$ cat src/hdl/chgw_pkg.sv
package chgw_pkg;

  localparam int COORD_W = 16;
  localparam int IDX_W   = 6;                 // vertex_index port width
  localparam int DIFF_W  = COORD_W + 1;       // coordinate difference
  localparam int PROD_W  = 2 * DIFF_W;        // one cross-product term
  localparam int CROSS_W = PROD_W + 1;        // difference of the two terms
  localparam int MIN_HULL_PTS = 3;

  typedef logic signed [COORD_W-1:0] coord_t;

  typedef struct packed {
    coord_t y;
    coord_t x;
  } point_t;

  // orientation test result, one beat per scanned point
  typedef struct packed {
    logic   valid;
    logic   left;    // current vertex strictly left of line point->candidate
    point_t pt;      // scanned point, carried along with the test
  } cross_res_t;

endpackage

$ cat src/hdl/chgw_store.sv
module chgw_store #(
  parameter int DEPTH = 64,
  parameter int AW    = 6
) (
  input  logic               clk,
  input  logic               we,
  input  logic [AW-1:0]      waddr,
  input  chgw_pkg::point_t   wdata,
  input  logic [AW-1:0]      raddr,
  output chgw_pkg::point_t   rdata
);

  chgw_pkg::point_t mem [DEPTH];

  always_ff @(posedge clk) begin
    if (we) begin
      mem[waddr] <= wdata;
    end
    rdata <= mem[raddr];
  end

endmodule

$ cat src/hdl/chgw_cross.sv
module chgw_cross (
  input  logic                 clk,
  input  logic                 rst,
  input  logic                 in_valid,
  input  chgw_pkg::point_t     pt,
  input  chgw_pkg::point_t     cur,
  input  chgw_pkg::point_t     cand,
  output chgw_pkg::cross_res_t res
);

  logic signed [chgw_pkg::DIFF_W-1:0]  abx, aby, acx, acy;
  logic signed [chgw_pkg::PROD_W-1:0]  p_ab, p_ba;
  logic signed [chgw_pkg::CROSS_W-1:0] cross_val;
  logic                                s1_valid, s2_valid;
  chgw_pkg::point_t                    s1_pt, s2_pt;

  // stage 1: differences, stage 2: products
  always_ff @(posedge clk) begin
    if (rst) begin
      s1_valid <= 1'b0;
      s2_valid <= 1'b0;
    end else begin
      s1_valid <= in_valid;
      s2_valid <= s1_valid;
    end
    abx   <= chgw_pkg::DIFF_W'(cand.x) - chgw_pkg::DIFF_W'(pt.x);
    aby   <= chgw_pkg::DIFF_W'(cand.y) - chgw_pkg::DIFF_W'(pt.y);
    acx   <= chgw_pkg::DIFF_W'(cur.x)  - chgw_pkg::DIFF_W'(pt.x);
    acy   <= chgw_pkg::DIFF_W'(cur.y)  - chgw_pkg::DIFF_W'(pt.y);
    s1_pt <= pt;
    p_ab  <= abx * acy;
    p_ba  <= aby * acx;
    s2_pt <= s1_pt;
  end

  assign cross_val = chgw_pkg::CROSS_W'(p_ab) - chgw_pkg::CROSS_W'(p_ba);

  always_comb begin
    res.valid = s2_valid;
    res.left  = !cross_val[chgw_pkg::CROSS_W-1] && (cross_val != '0);
    res.pt    = s2_pt;
  end

endmodule

$ cat src/hdl/convex_hull_gift_wrap.sv
// Load: one point per beat; busy stays low while loading.
// Hull pass after the beat with last_point: a leftmost search, then one scan
// of all n stored points per hull vertex (n = stored points); each scanned
// point goes through store read, difference stage and multiply stage before the next is read.
// Each vertex is strobed on valid for one cycle; the receiver cannot stall.
// rst (synchronous, active high) clears the point count and the sequencer.
module convex_hull_gift_wrap #(
  parameter int MAX_POINTS = 64
) (
  input  logic                clk,
  input  logic                rst,
  input  logic                start,
  input  chgw_pkg::coord_t    px,
  input  chgw_pkg::coord_t    py,
  input  logic                last_point,
  output logic                busy,
  output logic                valid,
  output logic [chgw_pkg::IDX_W-1:0] vertex_index,
  output chgw_pkg::coord_t    vx,
  output chgw_pkg::coord_t    vy,
  output logic                last_vertex
);

  // index into the store, and a count that can hold MAX_POINTS itself
  localparam int IW = (MAX_POINTS > 1) ? $clog2(MAX_POINTS) : 1;
  localparam int CW = $clog2(MAX_POINTS + 1);

  typedef enum logic [2:0] {
    IDLE,     // loading points
    FIND,     // stream the store, track leftmost point
    SEED,     // leftmost becomes the first hull vertex
    CAND_RD,  // read initial candidate (cur+1) mod n
    CAND_WT,  // latch candidate, launch scan of point 0
    SCAN,     // one orientation test per stored point
    EMIT      // put the vertex out, step to the winner
  } state_t;

  state_t            state;
  logic [CW-1:0]     count;      // points stored in the current set
  logic [CW-1:0]     n_pts;      // size of the set being wrapped
  logic [CW-1:0]     n_new;
  logic [CW-1:0]     rd_ptr;     // leftmost search read pointer
  logic              dv;         // leftmost search data valid
  logic [IW-1:0]     didx;
  logic [IW-1:0]     start_idx;
  chgw_pkg::point_t  min_pt;
  logic [IW-1:0]     cur;
  chgw_pkg::point_t  cur_pt;
  logic [IW-1:0]     cand;
  chgw_pkg::point_t  cand_pt;
  logic [IW-1:0]     cand_nx;
  logic [CW-1:0]     cur_inc;
  logic [IW-1:0]     scan_i;
  logic              scan_last;
  logic [CW-1:0]     emitted;
  logic [CW-1:0]     emitted_next;
  logic              hull_done;
  logic              rd_valid;   // store data is a scan point
  logic              issue;
  logic              accept;
  logic              room;
  logic [IW-1:0]     raddr;
  chgw_pkg::point_t  wdata;
  chgw_pkg::point_t  rdata;
  chgw_pkg::cross_res_t cres;

  assign busy   = (state != IDLE);
  assign accept = start && !busy;
  assign room   = (count < CW'(MAX_POINTS));   // full store drops the point
  assign n_new  = room ? count + CW'(1) : count;

  assign wdata.x = px;
  assign wdata.y = py;

  // next candidate wraps at n, not at the store depth
  assign cur_inc = CW'(cur) + CW'(1);
  assign cand_nx = (cur_inc == n_pts) ? '0 : cur_inc[IW-1:0];

  assign scan_last    = (CW'(scan_i) == n_pts - CW'(1));
  assign emitted_next = emitted + CW'(1);
  // march closes at the start, or is cut off on degenerate sets
  assign hull_done    = (cand == start_idx) || (emitted_next == CW'(MAX_POINTS));

  // store read address and scan launch
  always_comb begin
    raddr = '0;
    issue = 1'b0;
    case (state)
      FIND:    raddr = rd_ptr[IW-1:0];
      CAND_RD: raddr = cand_nx;
      CAND_WT: issue = 1'b1;             // point 0
      SCAN: begin
        if (cres.valid && !scan_last) begin
          raddr = scan_i + IW'(1);
          issue = 1'b1;
        end
      end
      default: raddr = '0;
    endcase
  end

  chgw_store #(
    .DEPTH (MAX_POINTS),
    .AW    (IW)
  ) u_store (
    .clk   (clk),
    .we    (accept && room),
    .waddr (count[IW-1:0]),
    .wdata (wdata),
    .raddr (raddr),
    .rdata (rdata)
  );

  chgw_cross u_cross (
    .clk      (clk),
    .rst      (rst),
    .in_valid (rd_valid),
    .pt       (rdata),
    .cur      (cur_pt),
    .cand     (cand_pt),
    .res      (cres)
  );

  always_ff @(posedge clk) begin
    if (rst) begin
      state    <= IDLE;
      count    <= '0;
      valid    <= 1'b0;
      dv       <= 1'b0;
      rd_valid <= 1'b0;
    end else begin
      valid    <= 1'b0;
      dv       <= 1'b0;
      rd_valid <= issue;
      case (state)
        IDLE: begin
          if (accept) begin
            if (last_point) begin
              count <= '0;
              if (n_new >= CW'(chgw_pkg::MIN_HULL_PTS)) begin
                n_pts  <= n_new;
                rd_ptr <= '0;
                state  <= FIND;
              end
            end else if (room) begin
              count <= count + CW'(1);
            end
          end
        end
        FIND: begin
          if (rd_ptr < n_pts) begin
            rd_ptr <= rd_ptr + CW'(1);
            dv     <= 1'b1;
            didx   <= rd_ptr[IW-1:0];
          end
          if (dv) begin
            // strict compare keeps the lowest index on ties
            if (didx == '0 || rdata.x < min_pt.x) begin
              start_idx <= didx;
              min_pt    <= rdata;
            end
            if (CW'(didx) == n_pts - CW'(1)) begin
              state <= SEED;
            end
          end
        end
        SEED: begin
          cur     <= start_idx;
          cur_pt  <= min_pt;
          emitted <= '0;
          state   <= CAND_RD;
        end
        CAND_RD: begin
          cand  <= cand_nx;
          state <= CAND_WT;
        end
        CAND_WT: begin
          cand_pt <= rdata;
          scan_i  <= '0;
          state   <= SCAN;
        end
        SCAN: begin
          if (cres.valid) begin
            if (cres.left) begin
              cand    <= scan_i;
              cand_pt <= cres.pt;
            end
            if (scan_last) begin
              state <= EMIT;
            end else begin
              scan_i <= scan_i + IW'(1);
            end
          end
        end
        EMIT: begin
          valid        <= 1'b1;
          vertex_index <= chgw_pkg::IDX_W'(cur);
          vx           <= cur_pt.x;
          vy           <= cur_pt.y;
          last_vertex  <= hull_done;
          if (hull_done) begin
            state <= IDLE;
          end else begin
            cur     <= cand;
            cur_pt  <= cand_pt;
            emitted <= emitted_next;
            state   <= CAND_RD;
          end
        end
        default: state <= IDLE;
      endcase
    end
  end

endmodule

$ cat config.mk
export PLATFORM = sky130hd
export DESIGN_NAME = convex_hull_gift_wrap
export DESIGN_NICKNAME = d
export VERILOG_FILES = /design/src/hdl/chgw_pkg.sv /design/src/hdl/chgw_store.sv /design/src/hdl/chgw_cross.sv /design/src/hdl/convex_hull_gift_wrap.sv
export SDC_FILE = /design/constraint.sdc
export NUM_CORES = 2
export LEC_CHECK = 0
export BUFFER_PORTS_ARGS = -buffer_cell sky130_fd_sc_hd__buf_2
export CAP_MARGIN = 15
export CORE_UTILIZATION = 40
export DETAILED_ROUTE_END_ITERATION = 12
export PLACE_DENSITY = 0.64
export SLEW_MARGIN = 20
export SYNTH_ARGS = -nofsm -noshare
export SYNTH_HDL_FRONTEND = slang
export SYNTH_HIERARCHICAL = 1
export SYNTH_SLANG_ARGS = --single-unit
$ cat constraint.sdc
create_clock -name clk -period 9.1 [get_ports clk]
set_input_delay 1.82 -clock clk [delete_from_list [all_inputs] [get_ports clk]]
set_output_delay 1.82 -clock clk [all_outputs]
set_load 0.03 [all_outputs]
## After elaboration in Yosys (flattened, before gate mapping)

Memories as Yosys holds them, arrays and structs flattened. A register that Yosys moved wholly into a read port is not among the register bits.
Index checks and enable logic that the tools add are counted.

| operators by class | value |
|---|---|
| multiplexer cells | 40 |
| bitwise operators | 2 |
| eq/ne operators | 22 |
| add/sub/neg operators | 11 |
| magnitude comparators | 4 |
| reduce and logical (&&, ||, !) cells | 29 |
| $mul | 2 |

Operators with widths:

| kind | number |
|---|---|
| 32-bit case mux with 2 select lines | 2 |
| 32-bit two-way mux | 3 |
| 17-bit by 17-bit multiplier with 34-bit output | 2 |
| 16-bit by 16-bit subtractor with 17-bit output | 4 |
| 7-bit two-way mux | 7 |
| 6-bit two-way mux | 7 |
| 6-bit case mux with 2 select lines | 3 |
| 35-bit nonzero test | 1 |
| 34-bit by 34-bit subtractor with 35-bit output | 1 |
| 7-bit case mux with 2 select lines | 2 |
| 7-bit by 1-bit adder with 7-bit output, second input constant | 3 |
| 3-bit two-way mux | 7 |
| 3-bit case mux with 7 select lines | 1 |
| 2-bit inequality test, second input constant | 10 |
| 6-bit case mux with 3 select lines | 1 |
| 16-bit less-than comparator | 1 |
| 4-bit AND reduction | 4 |
| 6-bit by 7-bit equality test with 1-bit output | 2 |
| 3-bit equality test, second input constant | 3 |
| 2-bit nonzero test | 4 |
| 6-bit by 1-bit adder with 7-bit output, second input constant | 1 |
| 7-bit equality test | 1 |
| 7-bit equality test, second input constant | 1 |
| 7-bit by 2-bit greater-or-equal comparator with 1-bit output, second input constant | 1 |
| 24 further kinds | 38 |

| word-level totals | value |
|---|---|
| register bits | 401 |
| memory bits (writable) | 2048 |
| output and inout port bits | 41 |
| logic and storage cells | 146 |
| memories kept | 1 |
| bits of input ports | 36 |

Memory list:

| memory | depth | width | read ports | clocked after Yosys merged registers in | wr ports | line | RTL |
|---|---|---|---|---|---|---|---|
| u_store.mem | 64 | 32 | 1 | 1 | 1 | chgw_store.sv:13 | `chgw_pkg::point_t mem [DEPTH];` |

## Longest topological paths before layout

| depth | value |
|---|---|
| depth in word-level cells | 7 |
| gate-level depth with buffers | 26 |
| gate-level depth less buffers | 24 |

## Cells and area by module

Netlist, hierarchy kept.

By module, submodules not included:

| module | instances | cells an instance | area an instance (µm²) | sequential area each (µm²) |
|---|---|---|---|---|
| chgw_store | 1 | 3324 | 78520.3 | 62139.6 |
| chgw_cross | 1 | 3250 | 30483.0 | 4043.9 |
| convex_hull_gift_wrap | 1 | 684 | 8917.3 | 5845.6 |

## Worst setup path before layout

Ideal clock, no wire load.

| timing | value |
|---|---|
| kind | flip-flop to flip-flop |
| from | register u_cross/acx[8] in the netlist's numbering |
| to | register u_cross/p_ba[32] in the netlist's numbering |
| library setup time | 0.118 ns |
| data arrival time | 6.282 ns |
| cell stages (with the launch flop) | 26 |
| data required time | 8.982 ns |
| clock period less this slack | 6.400 ns |
| buffers on the path | 2 |
| path slack | 2.700 ns |
| path through | dfxtp_1 clkbuf_1 clkbuf_1 nand2_1 fa_1 inv_1 fa_1 inv_1 fa_1 inv_1 fa_1 fa_1 inv_1 fa_1 inv_1 ha_1 and3_1 and4_1 a21oi_1 a31oi_1 o2111a_1 o211a_1 o21a_1 o21a_1 o41a_1 xor2_1 |

| between the ends | value |
|---|---|
| cells in the longest elaborated chain, start to end | 1 |

Ends and longest elaborated chain:

| item | line | RTL |
|---|---|---|
| start, declared | chgw_cross.sv:11 | `logic signed [chgw_pkg::DIFF_W-1:0] abx, aby, acx, acy;` |
| start signal, assigned | chgw_cross.sv:28 | `acx <= chgw_pkg::DIFF_W'(cur.x) - chgw_pkg::DIFF_W'(pt.x);` |
| 17-bit by 17-bit multiplier with 34-bit output | chgw_cross.sv:32 | `p_ba <= aby * acx;` |
| end signal, assigned | chgw_cross.sv:32 |  |
| end, declared | chgw_cross.sv:12 | `logic signed [chgw_pkg::PROD_W-1:0] p_ab, p_ba;` |

Every way passes these cells.
A chain may end at the register's enable or synchronous reset.

## Final worst setup path

| timing | value |
|---|---|
| from | register u_cross/acx[2] in the netlist's numbering |
| to | register u_cross/p_ba[32] in the netlist's numbering |

Same word-level chain as after synthesis.

==> flow_summary_export.csv <==
group,metric,value,unit
sta,worst_pin_slew,1.15,ns
critical_path,crit_top_cell,"fa_1",
job,maxCapViolations,0,
global_route,overflow,0,
critical_path,setup.worst_path.end_class,"flop",
critical_path,reg2reg_from,"u_cross/acx[2]",
cts,numCtsBuffers,243,
critical_path,worstPathArrival,7.87,ns
detailed_routing,vias,63600,
finish,seqCellArea,0.0720,mm^2
detailed_routing,dr.pass1.iters,7,
critical_path,cp_slowest_stage_delay,0.95,ns
floorplanning,die_h,545,um
finish,nNetsFinal,8363,
sta,tns,0,ns
cts,cts_root_buf,"clkbuf_16",
cts,ctsHoldBuffers,0,
detailed_routing,totalWireLength,296000,um
cts,cts_setup_buffers,0,
finish,area_growth,11.5,%
logic_synthesis,yosysWarnings,6,
sta,fmax,141,MHz
critical_path,timing.rr.end,"u_cross/p_ba[32]",
sta,slew_headroom,22.8,%
cts,cts_tree,"yes",
floorplanning,io_pins,77,
critical_path,reg2reg_depth,20,
detailed_routing,ant_nets,0,
detailed_routing,drc,0,
placement,gp_congestion,0.884,
detailed_routing,route.met3.wl,22100,um
critical_path,r2r_setup_slack,2.00,ns
logic_synthesis,synth_edf_count,2234,
sta,drv_slew,0,
detailed_routing,post_drt_wl_per_cell,25.6,um
sta,hold_violations,0,
critical_path,cp_num_buf_inv,3,
critical_path,crit_path_start_kind,"flop",
finish,multi_input_comb_area,0.0425,mm^2
finish,final_layout_size_suffix_gt1_share,16.4,%
cts,cts_resized,0,
floorplanning,design.core.area,0.292,mm^2
critical_path,path_cells,"nand2_1 > inv_1 > fa_1 > fa_1 > fa_1 > fa_1 > fa_1 > inv_1 > fa_1 > inv_1 > ha_1 > and4_1 > a21oi_1 > nand2_1 > or3_1 > o211a_1 > o21a_1 > o21a_1 > o41a_1 > xor2_1",
cts,clk_latency,0.92,ns
sta,skew,0.118,ns
logic_synthesis,synth_nets,8187,
global_route,grt_first_pass_wirelength,438000,um
cts,cts_sinks,2481,
critical_path,slowest_stage,"fa_1",
cts,cts.htree.levels,4,
logic_synthesis,synth_ff_type,"edfxtp_1",
finish,fillers,25100,
floorplanning,initial_utilization,40.4,%
floorplanning,die_w,545,um
finish,final_common_cell,"edfxtp_1",
sta,period_minus_slack,7.10,ns
global_route,grt_max_degree,90,
critical_path,cpLargestDelayFamily,"adder cells",
critical_path,critPathCapture,"u_cross/p_ba[32]",
logic_synthesis,yosysUniqueCellTypes,101,
sta,period_share,78.0,%
logic_synthesis,synth.avg_cell_area,16.2,um^2
critical_path,cp_num_cells,20,
critical_path,startpoint,"u_cross/acx[2]",
detailed_routing,highest_layer,"met5",
global_route,grt_pass1_vias,66100,
global_route,grt_antenna_before_repair,31,
placement,portBuffers,76,
critical_path,crit_fanout,17,
floorplanning,die_area,0.297,mm^2
logic_synthesis,synthesis.area,0.118,mm^2
hold_path,holdPathStages,0,
detailed_routing,wl_met1,124000,um
detailed_routing,wl_met2,140000,um
critical_path,required,9.86,ns
placement,dp_hpwl,184000,um
cts,cts_buffer_depth,4,
outcome,status,"finished, final reports clean",
hold_path,hp-class,"reg -> reg",
finish,final_cell_mix,"edfxtp_1, inv_1, fa_1",
critical_path,worst-setup-path-type,"reg -> reg",
detailed_routing,drt_iter0_markers,6681,
logic_synthesis,yosysSeqAreaShare,61.1,%
floorplanning,num_rows,198,
sta,rsz0062_at_grt,"false",
global_route,grt_usage,20.1,%
logic_synthesis,synthArstFlopShare,0,%
cts,clk_pin_slew,0.07,ns
logic_synthesis,synthCells,7258,
sta,setup_viol,0,
detailed_routing,via_per_inst,5.51,
logic_synthesis,synth-seq-cells,2481,
-- synthesized netlist by cell type, types with 38 or more instances --
master	instances	share of area, %
edfxtp_1	2234	57
inv_1	717	2.3
fa_1	597	10
mux4_2	544	10
nand2_1	487	1.6
and2_1	308	1.6
ha_1	296	3.1
nor2_1	285	0.91
dfxtp_1	247	4.2
clkbuf_1	175	0.56
a21oi_1	173	0.73
xnor2_1	130	0.97
mux2i_1	98	0.83
o22ai_1	89	0.47
o21ai_0	67	0.28
buf_2	62	0.26
nand3_1	54	0.23
xor2_1	52	0.39
nor2b_1	51	0.27
a21o_1	43	0.27
nor3_1	41	0.17
o221ai_1	38	0.28
-- kinds of logic after synthesis --
logic type               after synthesis  synth area share (%)
buffers and inverters               1017                  3.43
multiplexers                         684                  11.6
AND/OR/NAND/NOR                     1379                  5.70
AO/OA/AOI/OAI                        621                  3.52
flip-flops                          2481                  61.1
adder cells (fa/ha/maj)              893                  13.3
XOR/XNOR                             183                  1.37
-- flip-flops by register name (all words and copies together) (netlist names), 16 cells and up --
signal         cells
u_cross/p_ab      34
u_store/rdata     32
u_cross/aby       17
u_cross/acy       17
vy                16
u_cross/p_ba      34
cand_pt           32
cur_pt            32
u_cross/abx       17
u_cross/acx       17
u_cross/res       32
min_pt            32
u_store/mem     2048
vx                16
u_cross/s1_pt     32
-- how the worst min path moves through the flow --
stage,from,end,slack [ns]
floorplan,u_cross/s1_pt[0],u_cross/res[0],0.31
global placement,u_cross/s1_pt[8],u_cross/res[8],0.31
detailed placement,u_cross/s1_pt[17],u_cross/res[17],0.31
CTS,u_cross/s1_pt[3],u_cross/res[3],0.28
global route,u_cross/s1_pt[3],u_cross/res[3],0.29
finish,u_cross/s1_pt[3],u_cross/res[3],0.30
-- area by class of cell --
cell class	instances	area share (%)
Timing Repair Buffer	229	1.27
Clock buffer	290	4.83
Inverter	719	2.05
Antenna cell	12	0.0228
Multi-Input combinational cell	3760	32.3
Sequential cell	2481	54.8
Tap cell	3900	3.71
Clock inverter	153	1.06
-- through the flow --
step                      utilization (%)  setup slack (ns)  cells  area (um^2)  hold slack [ns]
after detailed placement             42.4              2.05  11100       124000            0.312
after global routing                 45.0              1.61  11500       132000            0.285
after CTS                            45.0              2.01  11500       131000            0.278
final                                45.0              2.00  11500       132000            0.295
after global placement               42.4              2.06  11100       124000            0.310
after floorplan                         -              2.70   7258       118000            0.310
-- per-layer routing --
layer  global-route usage [%]  vias to the layer above
li1                         -                    27100
met1                     28.1                    33700
met2                     32.3                     2468
met3                     2.93                      415
met4                     6.29                       10
met5                        0                        -
Power is not shown: default switching activity piles up to over one toggle a cycle in this logic, so the estimate is an artifact.
